**config.mk**
```make
export PLATFORM = sky130hd
export DESIGN_NAME = infix_to_postfix_converter
export DESIGN_NICKNAME = d
export VERILOG_FILES = /design/src/rtl/core/itp_pkg.sv /design/src/rtl/core/infix_to_postfix_converter.sv /design/src/rtl/core/itp_stack_ram.sv
export SDC_FILE = /design/constraint.sdc
export NUM_CORES = 1
export LEC_CHECK = 0
export BUFFER_PORTS_ARGS = -buffer_cell sky130_fd_sc_hd__clkbuf_2
export CAP_MARGIN = 20
export CORE_ASPECT_RATIO = 0.9
export CORE_UTILIZATION = 30
export DETAILED_ROUTE_END_ITERATION = 7
export PLACE_DENSITY = 0.45
export RECOVER_POWER = 50
export SYNTH_ARGS = -nofsm -noshare
export SYNTH_HDL_FRONTEND = slang
export SYNTH_HIERARCHICAL = 1
export SYNTH_SLANG_ARGS = --single-unit
```
**constraint.sdc**
```tcl
create_clock -name clk_i -period 9.3 [get_ports clk_i]
set_clock_uncertainty 0.05 [all_clocks]
set_input_delay 2.325 -clock clk_i [delete_from_list [all_inputs] [get_ports clk_i]]
set_output_delay 2.325 -clock clk_i [all_outputs]
set_load 0.01 [all_outputs]
```
**src/rtl/core/itp_pkg.sv**
```systemverilog
package itp_pkg;

  localparam int unsigned StackDepth = 32;
  localparam int unsigned StackAw = (StackDepth > 1) ? $clog2(StackDepth) : 1;
  localparam int unsigned StackLw = $clog2(StackDepth + 1);

  localparam int unsigned PrioW = 24;
  localparam int unsigned CfgIdxW = 1;

  localparam logic [CfgIdxW-1:0] CfgInPrio = 1'b0;
  localparam logic [CfgIdxW-1:0] CfgStackPrio = 1'b1;

  localparam logic [PrioW-1:0] InPrioReset = 24'd2307416;
  localparam logic [PrioW-1:0] StackPrioReset = 24'd1328743;

  localparam logic [3:0] KindPow = 4'd0;
  localparam logic [3:0] KindAssign = 4'd5;
  localparam logic [3:0] KindLparen = 4'd6;
  localparam logic [3:0] KindRparen = 4'd7;
  localparam logic [3:0] KindOperand = 4'd8;
  localparam logic [3:0] KindEnd = 4'd10;

  localparam logic [2:0] StackLparen = 3'd6;
  localparam logic [2:0] StackLastOp = 3'd5;

  localparam logic [3:0] OutOperand = 4'd6;
  localparam logic [3:0] OutEnd = 4'd7;
  localparam logic [3:0] OutError = 4'd8;

  localparam logic [3:0] ErrOk = 4'd0;
  localparam logic [3:0] ErrOpUnexpected = 4'd1;
  localparam logic [3:0] ErrNoLparen = 4'd2;
  localparam logic [3:0] ErrEmptyParens = 4'd3;
  localparam logic [3:0] ErrUnmatched = 4'd4;
  localparam logic [3:0] ErrOperandUnexpected = 4'd5;
  localparam logic [3:0] ErrIllegal = 4'd6;
  localparam logic [3:0] ErrEmpty = 4'd7;
  localparam logic [3:0] ErrOpEnds = 4'd8;
  localparam logic [3:0] ErrNoRparen = 4'd9;
  localparam logic [3:0] ErrOverflow = 4'd10;

  typedef enum logic [1:0] {
    ClsNone   = 2'd0,
    ClsLparen = 2'd1,
    ClsRparen = 2'd2,
    ClsOther  = 2'd3
  } cls_e;

  typedef struct packed {
    logic [3:0]  kind;
    logic [15:0] operand_ref;
    logic [3:0]  err;
  } result_t;

  function automatic logic [3:0] prio_nibble(logic [PrioW-1:0] tbl, logic [2:0] code);
    logic [3:0] nib;
    case (code)
      3'd0:    nib = tbl[3:0];
      3'd1:    nib = tbl[7:4];
      3'd2:    nib = tbl[11:8];
      3'd3:    nib = tbl[15:12];
      3'd4:    nib = tbl[19:16];
      3'd5:    nib = tbl[23:20];
      3'd6:    nib = tbl[3:0];
      default: nib = tbl[7:4];
    endcase
    return nib;
  endfunction

endpackage

```
**src/rtl/core/infix_to_postfix_converter.sv**
```systemverilog
// Shunting-yard converter from classified infix tokens to postfix order. An item is taken
// only when the block is idle; the run state then works the token off, popping operators
// one at a time; a flush state follows when pops come before the token's final result.
// The operator stack sits in a single-port-write, registered-read RAM whose read address
// follows the next stack level, so one entry is popped per cycle while the output is free.
// Result items leave through one output register with a one-entry staging register ahead
// of it, which holds each result until it is known whether it is the last one of its item.
module infix_to_postfix_converter (
  input  logic                          clk_i,
  input  logic                          rst_ni,
  input  logic                          cfg_valid_i,
  output logic                          cfg_ready_o,
  input  logic [itp_pkg::CfgIdxW-1:0]   cfg_index_i,
  input  logic [itp_pkg::PrioW-1:0]     cfg_data_i,
  input  logic                          in_valid_i,
  output logic                          in_ready_o,
  input  logic [3:0]                    token_kind_i,
  input  logic [15:0]                   operand_ref_i,
  output logic                          out_valid_o,
  input  logic                          out_ready_i,
  output logic [3:0]                    out_kind_o,
  output logic [15:0]                   out_operand_ref_o,
  output logic [3:0]                    error_code_o,
  output logic                          last_o
);

  localparam int unsigned Aw = itp_pkg::StackAw;
  localparam int unsigned Lw = itp_pkg::StackLw;

  typedef enum logic [2:0] {
    StIdle  = 3'b001,
    StRun   = 3'b010,
    StFlush = 3'b100
  } state_e;

  state_e state_q, state_d;

  logic [itp_pkg::PrioW-1:0] in_prio_q, stack_prio_q;

  logic [3:0]  tok_kind_q;
  logic [15:0] tok_ref_q;

  logic [Lw-1:0]   level_q, level_d;
  logic [Lw-1:0]   open_q, open_d;
  logic            last_op_q, last_op_d;
  itp_pkg::cls_e   prev_q, prev_d;
  logic            seen_q, seen_d;
  logic            discard_q, discard_d;

  itp_pkg::result_t hold_q, hold_d;
  logic             hold_valid_q, hold_valid_d;
  itp_pkg::result_t out_q, out_d;
  logic             out_valid_q, out_valid_d;
  logic             out_last_q, out_last_d;

  logic          we;
  logic [2:0]    wdata;
  logic [Aw-1:0] raddr;
  logic [2:0]    top;

  logic       in_acc;
  logic       out_free;
  logic       nonempty;
  logic       full;
  logic [3:0] ip;
  logic [3:0] sp;

  logic             emit_mid;
  logic             emit_final;
  logic             finish_quiet;
  itp_pkg::result_t mid_res;
  itp_pkg::result_t final_res;
  logic             fail;
  logic             fail_at_end;
  logic [3:0]       fail_code;

  assign cfg_ready_o = 1'b1;
  assign in_ready_o  = (state_q == StIdle);
  assign in_acc      = in_valid_i && in_ready_o;
  assign out_free    = !out_valid_q || out_ready_i;
  assign nonempty    = (level_q != '0);
  assign full        = (level_q == Lw'(itp_pkg::StackDepth));
  assign ip          = itp_pkg::prio_nibble(in_prio_q, tok_kind_q[2:0]);
  assign sp          = itp_pkg::prio_nibble(stack_prio_q, top);

  assign out_valid_o       = out_valid_q;
  assign out_kind_o        = out_q.kind;
  assign out_operand_ref_o = out_q.operand_ref;
  assign error_code_o      = out_q.err;
  assign last_o            = out_last_q;

  always_ff @(posedge clk_i or negedge rst_ni) begin
    if (!rst_ni) begin
      in_prio_q    <= itp_pkg::InPrioReset;
      stack_prio_q <= itp_pkg::StackPrioReset;
    end else if (cfg_valid_i && cfg_ready_o) begin
      if (cfg_index_i == itp_pkg::CfgInPrio) begin
        in_prio_q <= cfg_data_i;
      end
      if (cfg_index_i == itp_pkg::CfgStackPrio) begin
        stack_prio_q <= cfg_data_i;
      end
    end
  end

  itp_stack_ram #(
    .Depth(itp_pkg::StackDepth),
    .Width(3),
    .Aw   (Aw)
  ) u_stack (
    .clk_i  (clk_i),
    .we_i   (we),
    .waddr_i(level_q[Aw-1:0]),
    .wdata_i(wdata),
    .raddr_i(raddr),
    .rdata_o(top)
  );

  // Track the top of stack: read at the level the next cycle will hold
  always_comb begin
    logic [Lw-1:0] top_idx;
    top_idx = level_d - Lw'(1);
    raddr   = top_idx[Aw-1:0];
  end

  always_comb begin
    level_d      = level_q;
    open_d       = open_q;
    last_op_d    = last_op_q;
    prev_d       = prev_q;
    seen_d       = seen_q;
    discard_d    = discard_q;
    we           = 1'b0;
    wdata        = tok_kind_q[2:0];
    emit_mid     = 1'b0;
    emit_final   = 1'b0;
    finish_quiet = 1'b0;
    mid_res      = '{kind: {1'b0, top}, operand_ref: 16'd0, err: itp_pkg::ErrOk};
    final_res    = '{kind: itp_pkg::OutEnd, operand_ref: 16'd0, err: itp_pkg::ErrOk};
    fail         = 1'b0;
    fail_at_end  = 1'b0;
    fail_code    = itp_pkg::ErrOk;

    if ((state_q == StRun) && out_free) begin
      if (discard_q) begin
        if (tok_kind_q == itp_pkg::KindEnd) begin
          discard_d = 1'b0;
        end
        finish_quiet = 1'b1;
      end else begin
        case (tok_kind_q) inside
          [itp_pkg::KindPow:itp_pkg::KindAssign]: begin
            if (!last_op_q || !seen_q || (prev_q == itp_pkg::ClsLparen)) begin
              fail      = 1'b1;
              fail_code = itp_pkg::ErrOpUnexpected;
            end else if (nonempty && (top <= itp_pkg::StackLastOp) && (ip <= sp)) begin
              emit_mid = 1'b1;
              level_d  = level_q - Lw'(1);
            end else if (full) begin
              fail      = 1'b1;
              fail_code = itp_pkg::ErrOverflow;
            end else begin
              we           = 1'b1;
              level_d      = level_q + Lw'(1);
              last_op_d    = 1'b0;
              prev_d       = itp_pkg::ClsOther;
              finish_quiet = 1'b1;
            end
          end
          itp_pkg::KindLparen: begin
            if (full) begin
              fail      = 1'b1;
              fail_code = itp_pkg::ErrOverflow;
            end else begin
              we           = 1'b1;
              wdata        = itp_pkg::StackLparen;
              level_d      = level_q + Lw'(1);
              open_d       = open_q + Lw'(1);
              prev_d       = itp_pkg::ClsLparen;
              finish_quiet = 1'b1;
            end
          end
          itp_pkg::KindRparen: begin
            if (open_q == '0) begin
              fail      = 1'b1;
              fail_code = itp_pkg::ErrNoLparen;
            end else if ((prev_q == itp_pkg::ClsLparen) && seen_q) begin
              fail      = 1'b1;
              fail_code = itp_pkg::ErrEmptyParens;
            end else if (!nonempty) begin
              fail      = 1'b1;
              fail_code = itp_pkg::ErrUnmatched;
            end else if (top != itp_pkg::StackLparen) begin
              emit_mid = 1'b1;
              level_d  = level_q - Lw'(1);
            end else begin
              level_d      = level_q - Lw'(1);
              open_d       = open_q - Lw'(1);
              prev_d       = itp_pkg::ClsRparen;
              finish_quiet = 1'b1;
            end
          end
          itp_pkg::KindOperand: begin
            if (last_op_q || (prev_q == itp_pkg::ClsRparen)) begin
              fail      = 1'b1;
              fail_code = itp_pkg::ErrOperandUnexpected;
            end else begin
              emit_final = 1'b1;
              final_res  = '{kind: itp_pkg::OutOperand, operand_ref: tok_ref_q,
                             err: itp_pkg::ErrOk};
              last_op_d  = 1'b1;
              seen_d     = 1'b1;
              prev_d     = itp_pkg::ClsOther;
            end
          end
          itp_pkg::KindEnd: begin
            fail_at_end = 1'b1;
            if (!seen_q) begin
              fail      = 1'b1;
              fail_code = itp_pkg::ErrEmpty;
            end else if (!last_op_q) begin
              fail      = 1'b1;
              fail_code = itp_pkg::ErrOpEnds;
            end else if (open_q != '0) begin
              fail      = 1'b1;
              fail_code = itp_pkg::ErrNoRparen;
            end else if (nonempty) begin
              emit_mid = 1'b1;
              level_d  = level_q - Lw'(1);
            end else begin
              emit_final = 1'b1;
              last_op_d  = 1'b0;
              prev_d     = itp_pkg::ClsNone;
              seen_d     = 1'b0;
            end
          end
          default: begin
            fail      = 1'b1;
            fail_code = itp_pkg::ErrIllegal;
          end
        endcase

        if (fail) begin
          emit_final = 1'b1;
          final_res  = '{kind: itp_pkg::OutError, operand_ref: 16'd0, err: fail_code};
          level_d    = '0;
          open_d     = '0;
          last_op_d  = 1'b0;
          prev_d     = itp_pkg::ClsNone;
          seen_d     = 1'b0;
          discard_d  = !fail_at_end;
        end
      end
    end
  end

  always_comb begin
    state_d      = state_q;
    hold_d       = hold_q;
    hold_valid_d = hold_valid_q;
    out_d        = out_q;
    out_last_d   = out_last_q;
    out_valid_d  = out_valid_q && !out_ready_i;

    case (state_q)
      StIdle: begin
        if (in_acc) begin
          state_d = StRun;
        end
      end
      StRun: begin
        if (emit_mid) begin
          if (hold_valid_q) begin
            out_d       = hold_q;
            out_last_d  = 1'b0;
            out_valid_d = 1'b1;
          end
          hold_d       = mid_res;
          hold_valid_d = 1'b1;
        end else if (emit_final) begin
          if (hold_valid_q) begin
            out_d       = hold_q;
            out_last_d  = 1'b0;
            out_valid_d = 1'b1;
            hold_d      = final_res;
            state_d     = StFlush;
          end else begin
            out_d       = final_res;
            out_last_d  = 1'b1;
            out_valid_d = 1'b1;
            state_d     = StIdle;
          end
        end else if (finish_quiet) begin
          state_d = hold_valid_q ? StFlush : StIdle;
        end
      end
      StFlush: begin
        if (out_free) begin
          out_d        = hold_q;
          out_last_d   = 1'b1;
          out_valid_d  = 1'b1;
          hold_valid_d = 1'b0;
          state_d      = StIdle;
        end
      end
      default: begin
        state_d = StIdle;
      end
    endcase
  end

  always_ff @(posedge clk_i or negedge rst_ni) begin
    if (!rst_ni) begin
      state_q      <= StIdle;
      level_q      <= '0;
      open_q       <= '0;
      last_op_q    <= 1'b0;
      prev_q       <= itp_pkg::ClsNone;
      seen_q       <= 1'b0;
      discard_q    <= 1'b0;
      hold_valid_q <= 1'b0;
      out_valid_q  <= 1'b0;
    end else begin
      state_q      <= state_d;
      level_q      <= level_d;
      open_q       <= open_d;
      last_op_q    <= last_op_d;
      prev_q       <= prev_d;
      seen_q       <= seen_d;
      discard_q    <= discard_d;
      hold_valid_q <= hold_valid_d;
      out_valid_q  <= out_valid_d;
    end
  end

  always_ff @(posedge clk_i) begin
    if (in_acc) begin
      tok_kind_q <= token_kind_i;
      tok_ref_q  <= operand_ref_i;
    end
    hold_q     <= hold_d;
    out_q      <= out_d;
    out_last_q <= out_last_d;
  end

  assert property (@(posedge clk_i) disable iff (!rst_ni)
    level_q <= Lw'(itp_pkg::StackDepth))
    else $error("stack level beyond depth");

  assert property (@(posedge clk_i) disable iff (!rst_ni)
    open_q <= level_q)
    else $error("more open parens than stacked entries");

  assert property (@(posedge clk_i) disable iff (!rst_ni)
    (state_q == StIdle) |-> !hold_valid_q)
    else $error("staged result left behind at idle");

  assert property (@(posedge clk_i) disable iff (!rst_ni)
    (state_q == StRun && discard_q) |=> (!hold_valid_q && $stable(level_q)))
    else $error("discarded item changed stack or staged a result");

endmodule

```
**src/rtl/core/itp_stack_ram.sv**
```systemverilog
module itp_stack_ram #(
  parameter int unsigned Depth = 32,
  parameter int unsigned Width = 3,
  parameter int unsigned Aw = (Depth > 1) ? $clog2(Depth) : 1
) (
  input  logic             clk_i,
  input  logic             we_i,
  input  logic [Aw-1:0]    waddr_i,
  input  logic [Width-1:0] wdata_i,
  input  logic [Aw-1:0]    raddr_i,
  output logic [Width-1:0] rdata_o
);

  logic [Width-1:0] mem_q [Depth];
  logic [Width-1:0] rdata_q;

  always_ff @(posedge clk_i) begin
    if (we_i) begin
      mem_q[waddr_i] <= wdata_i;
    end
  end

  // forward a same-cycle write to the read port
  always_ff @(posedge clk_i) begin
    if (we_i && (waddr_i == raddr_i)) begin
      rdata_q <= wdata_i;
    end else begin
      rdata_q <= mem_q[raddr_i];
    end
  end

  assign rdata_o = rdata_q;

endmodule

```
* Yosys cells after proc, flatten, opt, wreduce, memory -nomap -nowiden
Memories as Yosys holds them, arrays and structs flattened. A register that Yosys moved wholly into a read port is not among the register bits.
Index checks and enable logic that the tools add are counted.
** Storage, ports and cells
- Flip-flop bits (word level) :: 139
- Latch bits :: 0
- Memory bits (writable) :: 96
- Memory bits (read-only) :: 0
- Bits of input ports :: 50
- Output and inout bits :: 28
- Word-level logic and storage cells :: 326
- Memories :: 1
** Memory list
- u_stack.mem_q :: words 32, width 3, read ports 1, clocked after Yosys merged registers in 1, write ports 1, RTL line itp_stack_ram.sv:14 : logic [Width-1:0] mem_q [Depth];
** Operators by class
- Add/subtract/negate cells :: 5
- Multiply operators :: 0
- Div/mod/pow operators :: 0
- Magnitude comparators :: 4
- Eq/ne operators :: 49
- Shift-type cells :: 0
- Multiplexer cells :: 200
- Bitwise logic cells :: 2
- Reduce and logical (&&, ||, !) cells :: 44
** Operators by type and width (number)
- $mux W24 :: 13
- $mux W6 :: 26
- $mux W1 :: 106
- $pmux W24 S2 :: 1
- $mux W3 :: 15
- $mux W4 :: 11
- $mux W21 :: 2
- $pmux W4 S5 :: 2
- $mux W2 :: 19
- $ne A3 B2 Y1 const B :: 10
- $reduce_bool A6 Y1 :: 5
- $mux W23 :: 1
- $eq A3 B3 Y1 const B :: 7
- $ne A5 B4 Y1 const B :: 4
- $reduce_and A16 Y1 :: 1
- $eq A3 B2 Y1 const B :: 5
- $add A6 B1 Y6 const B :: 2
- $ne A3 B3 Y1 const B :: 4
- $ne A6 B5 Y1 const B :: 2
- $sub A6 B1 Y6 const B :: 2
- $reduce_and A10 Y1 :: 1
- $pmux W3 S3 :: 1
- $reduce_and A9 Y1 :: 1
- $reduce_bool A3 Y1 :: 3
- 29 further kinds :: 60

* Longest topological paths before layout
Gate-level depths: netlist of the first run.
- Word-level depth :: 18
- Depth in mapped cells :: 23
- Mapped depth without buffers :: 21

* Cells and area by module
The synthesis of the first run kept the hierarchy.
** Modules (own cells, without submodules)
- infix_to_postfix_converter :: times used 1, cells an instance 590, area an instance 7135.6 um2, seq. area each 3849.9 um2
- itp_stack_ram :: times used 1, cells an instance 187, area an instance 3956.3 um2, seq. area each 2982.9 um2

* Least setup slack after synthesis of the first run
Ideal clock, no wire load.
- Kind :: flip-flop to flip-flop
- Start point :: reg with a tool-made name
- End point :: reg hold_q[0] in the netlist's numbering, enable pin
- Setup time :: 0.442 ns
- Arrival :: 6.157 ns
- Data required time :: 8.808 ns
- Slack :: 2.651 ns
- Stages on the path, launching flop included :: 19
- Buffers on the path :: 4
- Clock period less this slack :: 6.649 ns
- Cell sequence :: dfxtp_1 > clkbuf_1 > clkbuf_1 > mux4_2 > mux4_2 > mux2_2 > clkbuf_1 > maj3_1 > o221ai_1 > a21boi_0 > o22ai_1 > ha_1 > and4_1 > a31oi_1 > o21ai_1 > a22oi_1 > buf_4 > o21ai_0 > o31ai_1
** RTL lines
- end signal: assignment :: RTL line infix_to_postfix_converter.sv:341 : hold_q <= hold_d;
- end: declaration :: RTL line infix_to_postfix_converter.sv:50 : itp_pkg::result_t hold_q, hold_d;

* Final worst setup path of the first run
- Start point :: reg tok_kind_q[1]
- End point :: mem u_stack.mem_q[8][2], enable pin
** On the way
- Longest elaborated chain between the ends :: 12
- Elaborated cells on any way between the ends :: 22
- Classes of those cells :: order compare: 3; eq/ne: 6; mux: 9; reduce/logical: 4
** Ends and longest elaborated chain
- start: declaration :: RTL line infix_to_postfix_converter.sv:40 : logic [3:0] tok_kind_q;
- start signal: assignment :: RTL line infix_to_postfix_converter.sv:338 : tok_kind_q <= token_kind_i;
- $eq A3 B3 Y1 or $logic_not A3 Y1 (tied branches) :: RTL line itp_pkg.sv:57 : case (code)
- $reduce_or A2 Y1 (no line)
- $pmux W4 S5 :: RTL line itp_pkg.sv:57
- $le A4 B4 Y1 :: RTL line infix_to_postfix_converter.sv:156 : end else if (nonempty && (top <= itp_pkg::StackLastOp) && (ip <= sp)) begin
- $logic_and A1 B1 Y1 :: RTL line infix_to_postfix_converter.sv:156
- $mux W1 :: RTL line infix_to_postfix_converter.sv:156
- $mux W1 :: RTL line infix_to_postfix_converter.sv:153 : if (!last_op_q || !seen_q || (prev_q == itp_pkg::ClsLparen)) begin
- $mux W1 * :: RTL line infix_to_postfix_converter.sv:151 : case (tok_kind_q) inside
- $mux W1 * :: RTL line infix_to_postfix_converter.sv:145 : if (discard_q) begin
- $mux W1 * :: RTL line infix_to_postfix_converter.sv:144 : if ((state_q == StRun) && out_free) begin
- named net we :: RTL line infix_to_postfix_converter.sv:56 : logic we;
- $mux W1 * :: RTL line itp_stack_ram.sv:18 : if (we_i) begin
- $mux W1 (not written as such) * :: RTL line itp_stack_ram.sv:19 : mem_q[waddr_i] <= wdata_i;
- end: declaration :: RTL line itp_stack_ram.sv:14
The timed path passes the listed nets; every way through them passes the cells marked *.

==> metrics, run 1 <==
pins over their slew limit=165; first-pass GRT wire length=40,400 um; Port Buffers=76; fillers=3,490; DRT Wirelength=25,900 um; Final period util=70.6%; final setup fails=0; register area=6830 um2; post-CTS setup buffer count=0; largest net degree at the start of global routing=71; FMAX=152 MHz; Final ANT Viol Nets=0; Worst Hold Class=reg -> reg; FF+latch count, synth=240; DRT iter0 DRCs=435; CTS Sinks=240; setup ws final=2.73 ns; initial antenna violation count=0; dpl ws=2.84 ns; worst vdd ir=143 uV; CTS tree=yes; WP data arrival=6.71 ns; post-synthesis instance total=777; GP Congestion=0.859; Core Box Area=36,300 um2; Syn Area/Cell=14.3 um2; Max-cap violations=3; CTS resizes=0; Rel. slew slack=-166%; # DRC=0; DIE HEIGHT=184 um; synth warn=6; HPWL Detailed=17,000 um; R2R Path End=u_stack/mem_q[8][2]; Initial Util=30.6%; area grow syn2layout=16.3%; DR vias/cell=4.99; Worst Tran Pin Value=3.99 ns; crit path time final=6.57 ns; synthesized area=11,100 um2; Final #Nets=918; per-cell routed wire length=19.2 um; full die area=37,700 um2; Ports=78; startpoint type of the worst setup path=flip-flop; final hold viol count=0; H-tree depth=1; violated checks=capacitance limit, slew limit; sequential area share after synthesis=61.6%; pwr/cell area=291 nW/um2; Main synth FF type=edfxtp_1; Crit Path Class=reg -> reg; area taken by multi-input logic gates=4000 um2; Final TNS setup=0 ns; syn nets=839; Post-synth EDFFs=165; Congestion Overflow GR=0; CP endpoint=u_stack/mem_q[8][2]; leakage power total=4.63 nW; Core Rows=66; RSZ-0062 raised after global routing=no; Vias=6,743; DRT Pass-1 Iters=5; Hold Buf Count CTS=0; crit path from=tok_kind_q[1]; Synth cell types=85; Fin Hold WS=0.456 ns; CP required=9.44 ns; share of layout cells above drive strength 1=31.6%; antenna cell count=0; fraction of registers with async set or reset after synthesis=29.2%; Reg2Reg Depth=15; Worst-path clk slew=0.06 ns; status=finished, violations left; reg-to-reg critical path startpoint=tok_kind_q[1]; r2r setup slk=2.73 ns; Horiz. Die Dim=205 um; clk buf depth=3; Num CTS Buffers=27; Clock Latency Late Sink=0.54 ns; GRT Overall Usage=13.9%; Root Buffer=clkbuf_16; vias in the first global route=6,597; Crit Path Max Fanout=46; CP endpoint kind=flip-flop
==> report_power, final <==
| part | internal (mW) | leakage (nW) | switching (mW) | total (mW) |
|---|---|---|---|---|
| logic | 0.581 | 1.87 | 0.685 | 1.27 |
| registers | 1.28 | 2.32 | 0.125 | 1.40 |
| clock network | 0.648 | 0.440 | 0.434 | 1.08 |
| total | 2.51 | 4.63 | 1.24 | 3.75 |
==> placed cells by master (no fill, tap or decap), types with 7 or more instances in the layout <==
cell       count
edfxtp_1     165
clkbuf_2      73
nor2_1        64
mux2_2        58
dfrtp_1       49
nand2_1       46
mux4_2        32
a21oi_1       29
clkbuf_16     27
o21ai_0       23
inv_1         22
dfstp_2       21
mux2i_1       19
mux2_4        16
and2_1        16
nor3_1        11
ha_1          11
clkbuf_1      10
nand3_1        9
nand3b_1       8
o31ai_1        8
buf_4          8
nand2b_1       7
a21o_1         7
==> area by class of cell <==
cell class,count,share of cell area [%]
Inverter,23,0.669
Clock inverter,15,1.29
Sequential cell,240,53.0
Multi-Input combinational cell,474,31.0
Timing Repair Buffer,90,3.75
Clock buffer,34,5.75
Tap cell,476,4.62
==> state kept, by name, indices dropped and copies added, names as in the netlist, named ones only <==
name               cells
u_stack/mem_q         96
hold_q                24
in_prio_q             24
stack_prio_q          24
out_operand_ref_o     16
tok_ref_q             16
level_q                6
open_q                 6
error_code_o           4
out_kind_o             4
tok_kind_q             4
state_q                3
prev_q                 2
discard_q              1
hold_valid_q           1
last_o                 1
last_op_q              1
out_valid_o            1
seen_q                 1
==> layer usage <==
layer,share of wire [%],up-vias,global-route usage [%]
met5,0,-,0
met4,1.9,0,3.46
met2,45,169,21.1
met3,4.8,30,2.40
met1,48,3422,20.5
li1,-,3122,-
==> cell families (layout without fill, tap and decap cells) <==
family / after synthesis / count (layout) / share of synthesized area [%]
DFF: 240 / 240 / 61.6
and+or+nand+nor: 200 / 200 / 9.25
xor gates and xnor gates: 9 / 9 / 0.711
buffers and inverters: 63 / 162 / 2.70
muxes: 127 / 127 / 16.6
adders and majority gates: 13 / 13 / 1.51
AOI/OAI and AO/OA: 124 / 124 / 7.60
other: 1 / 1 / 0.0338
==> worst max-delay path: stages, from the launching register on <==
cell and delay (ns):
edfxtp_1 0.32, clkbuf_1 1.70, nand2_1 0.37, nor2_1 0.23, a221oi_1 0.12, a311oi_1 0.36, a21oi_1 0.11, ha_1 0.47
and4_1 0.22, a31oi_1 0.35, nor2_1 0.22, o21ai_0 0.41, nand2_1 0.12, nor2_1 0.22, or3b_2 0.61, nor2_1 0.31
==> how the worst min path moves through the flow <==
stage                           startpoint                to  slack (ns)  cells past startpoint
after CTS                     in_prio_q[5]      in_prio_q[5]        0.46                      1
after detailed placement      in_prio_q[5]      in_prio_q[5]        0.44                      1
after floorplan           stack_prio_q[19]  stack_prio_q[19]        0.42                      1
final                         in_prio_q[5]      in_prio_q[5]        0.46                      1
after global placement        in_prio_q[5]      in_prio_q[5]        0.44                      1
after global routing       stack_prio_q[7]   stack_prio_q[7]        0.47                      1
==> synthesized netlist by cell type, drive strengths merged (5+ instances only) <==
cell	n	area, um2
edfxtp	165	4950
mux2	74	893
nor2	65	246
dfrtp	49	1230
nand2	46	173
mux4	33	747
a21oi	29	145
clkbuf	26	97.6
o21ai	26	134
inv	23	86.3
dfstp	21	552
mux2i	20	200
and2	17	106
buf	14	115
nor3	12	65.1
ha	11	138
nand3	9	45.0
o31ai	9	67.6
nand3b	8	60.1
a21o	7	52.6
nand2b	7	43.8
a31oi	6	37.5
xor2	6	52.6
dfxtp	5	100
==> through the flow <==
| step | utilization (%) | instances | power, mW | cell area (um2) |
|---|---|---|---|---|
| final | 35.6 | 1352 | 3.75 | 12900 |
| after global routing | 35.6 | 1352 | 3.97 | 12900 |
| after CTS | 35.6 | 1350 | 3.78 | 12900 |
| after detailed placement | 33.1 | 1301 | 2.69 | 12000 |
| after global placement | 33.1 | 1301 | 2.69 | 12000 |
| after floorplan | - | 777 | 2.38 | 11100 |
Power figures use the tool's default switching activity.
==> inputs of run 2 (changes only) <==
==> constraint.sdc (replaced) <==
create_clock -name clk_i -period 6.7 [get_ports clk_i]
set_clock_uncertainty 0.05 [all_clocks]
set_input_delay 1.675 -clock clk_i [delete_from_list [all_inputs] [get_ports clk_i]]
set_output_delay 1.675 -clock clk_i [all_outputs]
set_load 0.01 [all_outputs]
==> metrics, run 2 (same netlist as run 1, synthesis figures left out) <==
status=finished, violations left; violated checks=capacitance limit, slew limit; full die area=37,700 um2; dpl ws=0.695 ns; crit-path most repeated cell=nor2_1; Core Box Area=36,300 um2; share of layout cells above drive strength 1=31.6%; Ports=78; Rel. slew slack=-169%; DRT iter0 DRCs=402; DRT Pass-1 Iters=5; Congestion Overflow GR=0; RSZ-0062 raised after global routing=no; # DRC=0; fillers=3,473; hold path start=in_prio_q[23]; Worst path max stage delay=0.60 ns; critical path buffer and inverter count=2; slowest stage cell, crit path=mux4_1; crit path time final=6.07 ns; Final #Nets=924; flip-flop count of the largest register after layout=96; Clock Latency Late Sink=0.56 ns; Root Buffer=clkbuf_16; most frequent cells in the layout=edfxtp_1, clkbuf_2, nor2_1, mux2_2, dfrtp_1; pwr/cell area=413 nW/um2; FMAX=165 MHz; H-tree depth=1; GRT Overall Usage=14.1%; Reg with most FFs=u_stack/mem_q; Crit Path Class=reg -> reg; Crit Path Max Fanout=24; Worst Tran Pin Value=4.03 ns; CTS resizes=0; clk buf depth=3; antenna cell count=0; crit path cell chain=buf_12, mux4_1, mux4_2, mux2_2, maj3_1, o221ai_1, a21boi_0, o22ai_1, ha_1, and4_1, a31oi_1, nor2_1, o21ai_0, buf_4, nand2_1, nor2_1, nand3b_1, nor2_1; initial antenna violation count=0; vias in the first global route=6,716; DRT Wirelength=26,300 um; largest net degree at the start of global routing=71; per-cell routed wire length=19.4 um; Worst-path clk slew=0.06 ns; Horiz. Die Dim=205 um; CP required=6.86 ns; CTS Sinks=240; GP Congestion=0.829; setup ws final=0.632 ns; DR vias/cell=4.99; DIE HEIGHT=184 um; Final TNS setup=0 ns; Max-cap violations=3; final hold viol count=0; Initial Util=30.6%; most common cell after layout, fill and taps aside=edfxtp_1; Final period util=90.6%; Worst Hold Class=reg -> reg; HPWL Detailed=17,200 um; largest delay contributor family on the critical path=simple AND/OR/NAND/NOR gates; pins over their slew limit=156; post-CTS setup buffer count=0; Vias=6,793; Port Buffers=76; Pwr Total=5.37 mW; CTS tree=yes; final setup fails=0; Num CTS Buffers=29; Final ANT Viol Nets=0; startpoint type of the worst setup path=flip-flop; worst vdd ir=165 uV; area grow syn2layout=17.3%; Hold Buf Count CTS=0; first-pass GRT wire length=40,700 um; WP data arrival=6.23 ns; CP endpoint kind=flip-flop; Core Rows=66; leakage power total=4.69 nW; Fin Hold WS=0.453 ns
## run 2: changes by cell type in the layout (fill, tap and decap cells not counted), sizes merged
cell and delta:
clkinvlp -1, buf +3, bufinv +2, clkbuf +4
## run 2: per-layer routing
metal | vias to the layer above | wire (um) | track usage, %
li1 | 3137 | - | -
met1 | 3447 | 12800 | 20.6
met2 | 171 | 11600 | 21.0
met3 | 38 | 1320 | 2.81
met4 | 0 | 571 | 3.79
met5 | - | 0 | 0
## run 2: area by class of cell
| type | instances | area [um2] | share of cell area [%] |
|---|---|---|---|
| Tap cell | 476 | 596 | 4.58 |
| Timing Repair Buffer | 94 | 500 | 3.85 |
| Clock inverter | 16 | 214 | 1.64 |
| Inverter | 23 | 86.3 | 0.663 |
| Clock buffer | 37 | 796 | 6.11 |
| Sequential cell | 240 | 6830 | 52.5 |
| Multi-Input combinational cell | 474 | 3990 | 30.7 |
## run 2: through the flow
stage | cells | util [%] | area (um2)
detailed placement | 1305 | 33.1 | 12000
global placement | 1305 | 33.1 | 12000
finish | 1360 | 35.9 | 13000
floorplan | 777 | - | 11100
global route | 1360 | 35.9 | 13000
CTS | 1358 | 35.9 | 13000
## run 2: worst paths after layout
check	to	slack (ns)	cells after the start
setup reg to reg	u_stack/mem_q[2][1]	0.63	18
hold reg to reg	in_prio_q[23]	0.45	1
hold / removal	in_prio_q[23]	0.45	1
setup / recovery	u_stack/mem_q[2][1]	0.63	18
max in group asynchronous	level_q[1]	1.74	2
min in group asynchronous	in_prio_q[0]	2.60	2
## run 2: where the power goes
part | switching [mW] | internal (mW)
registers | 0.188 | 1.78
clock network | 0.619 | 1.03
logic | 0.960 | 0.802
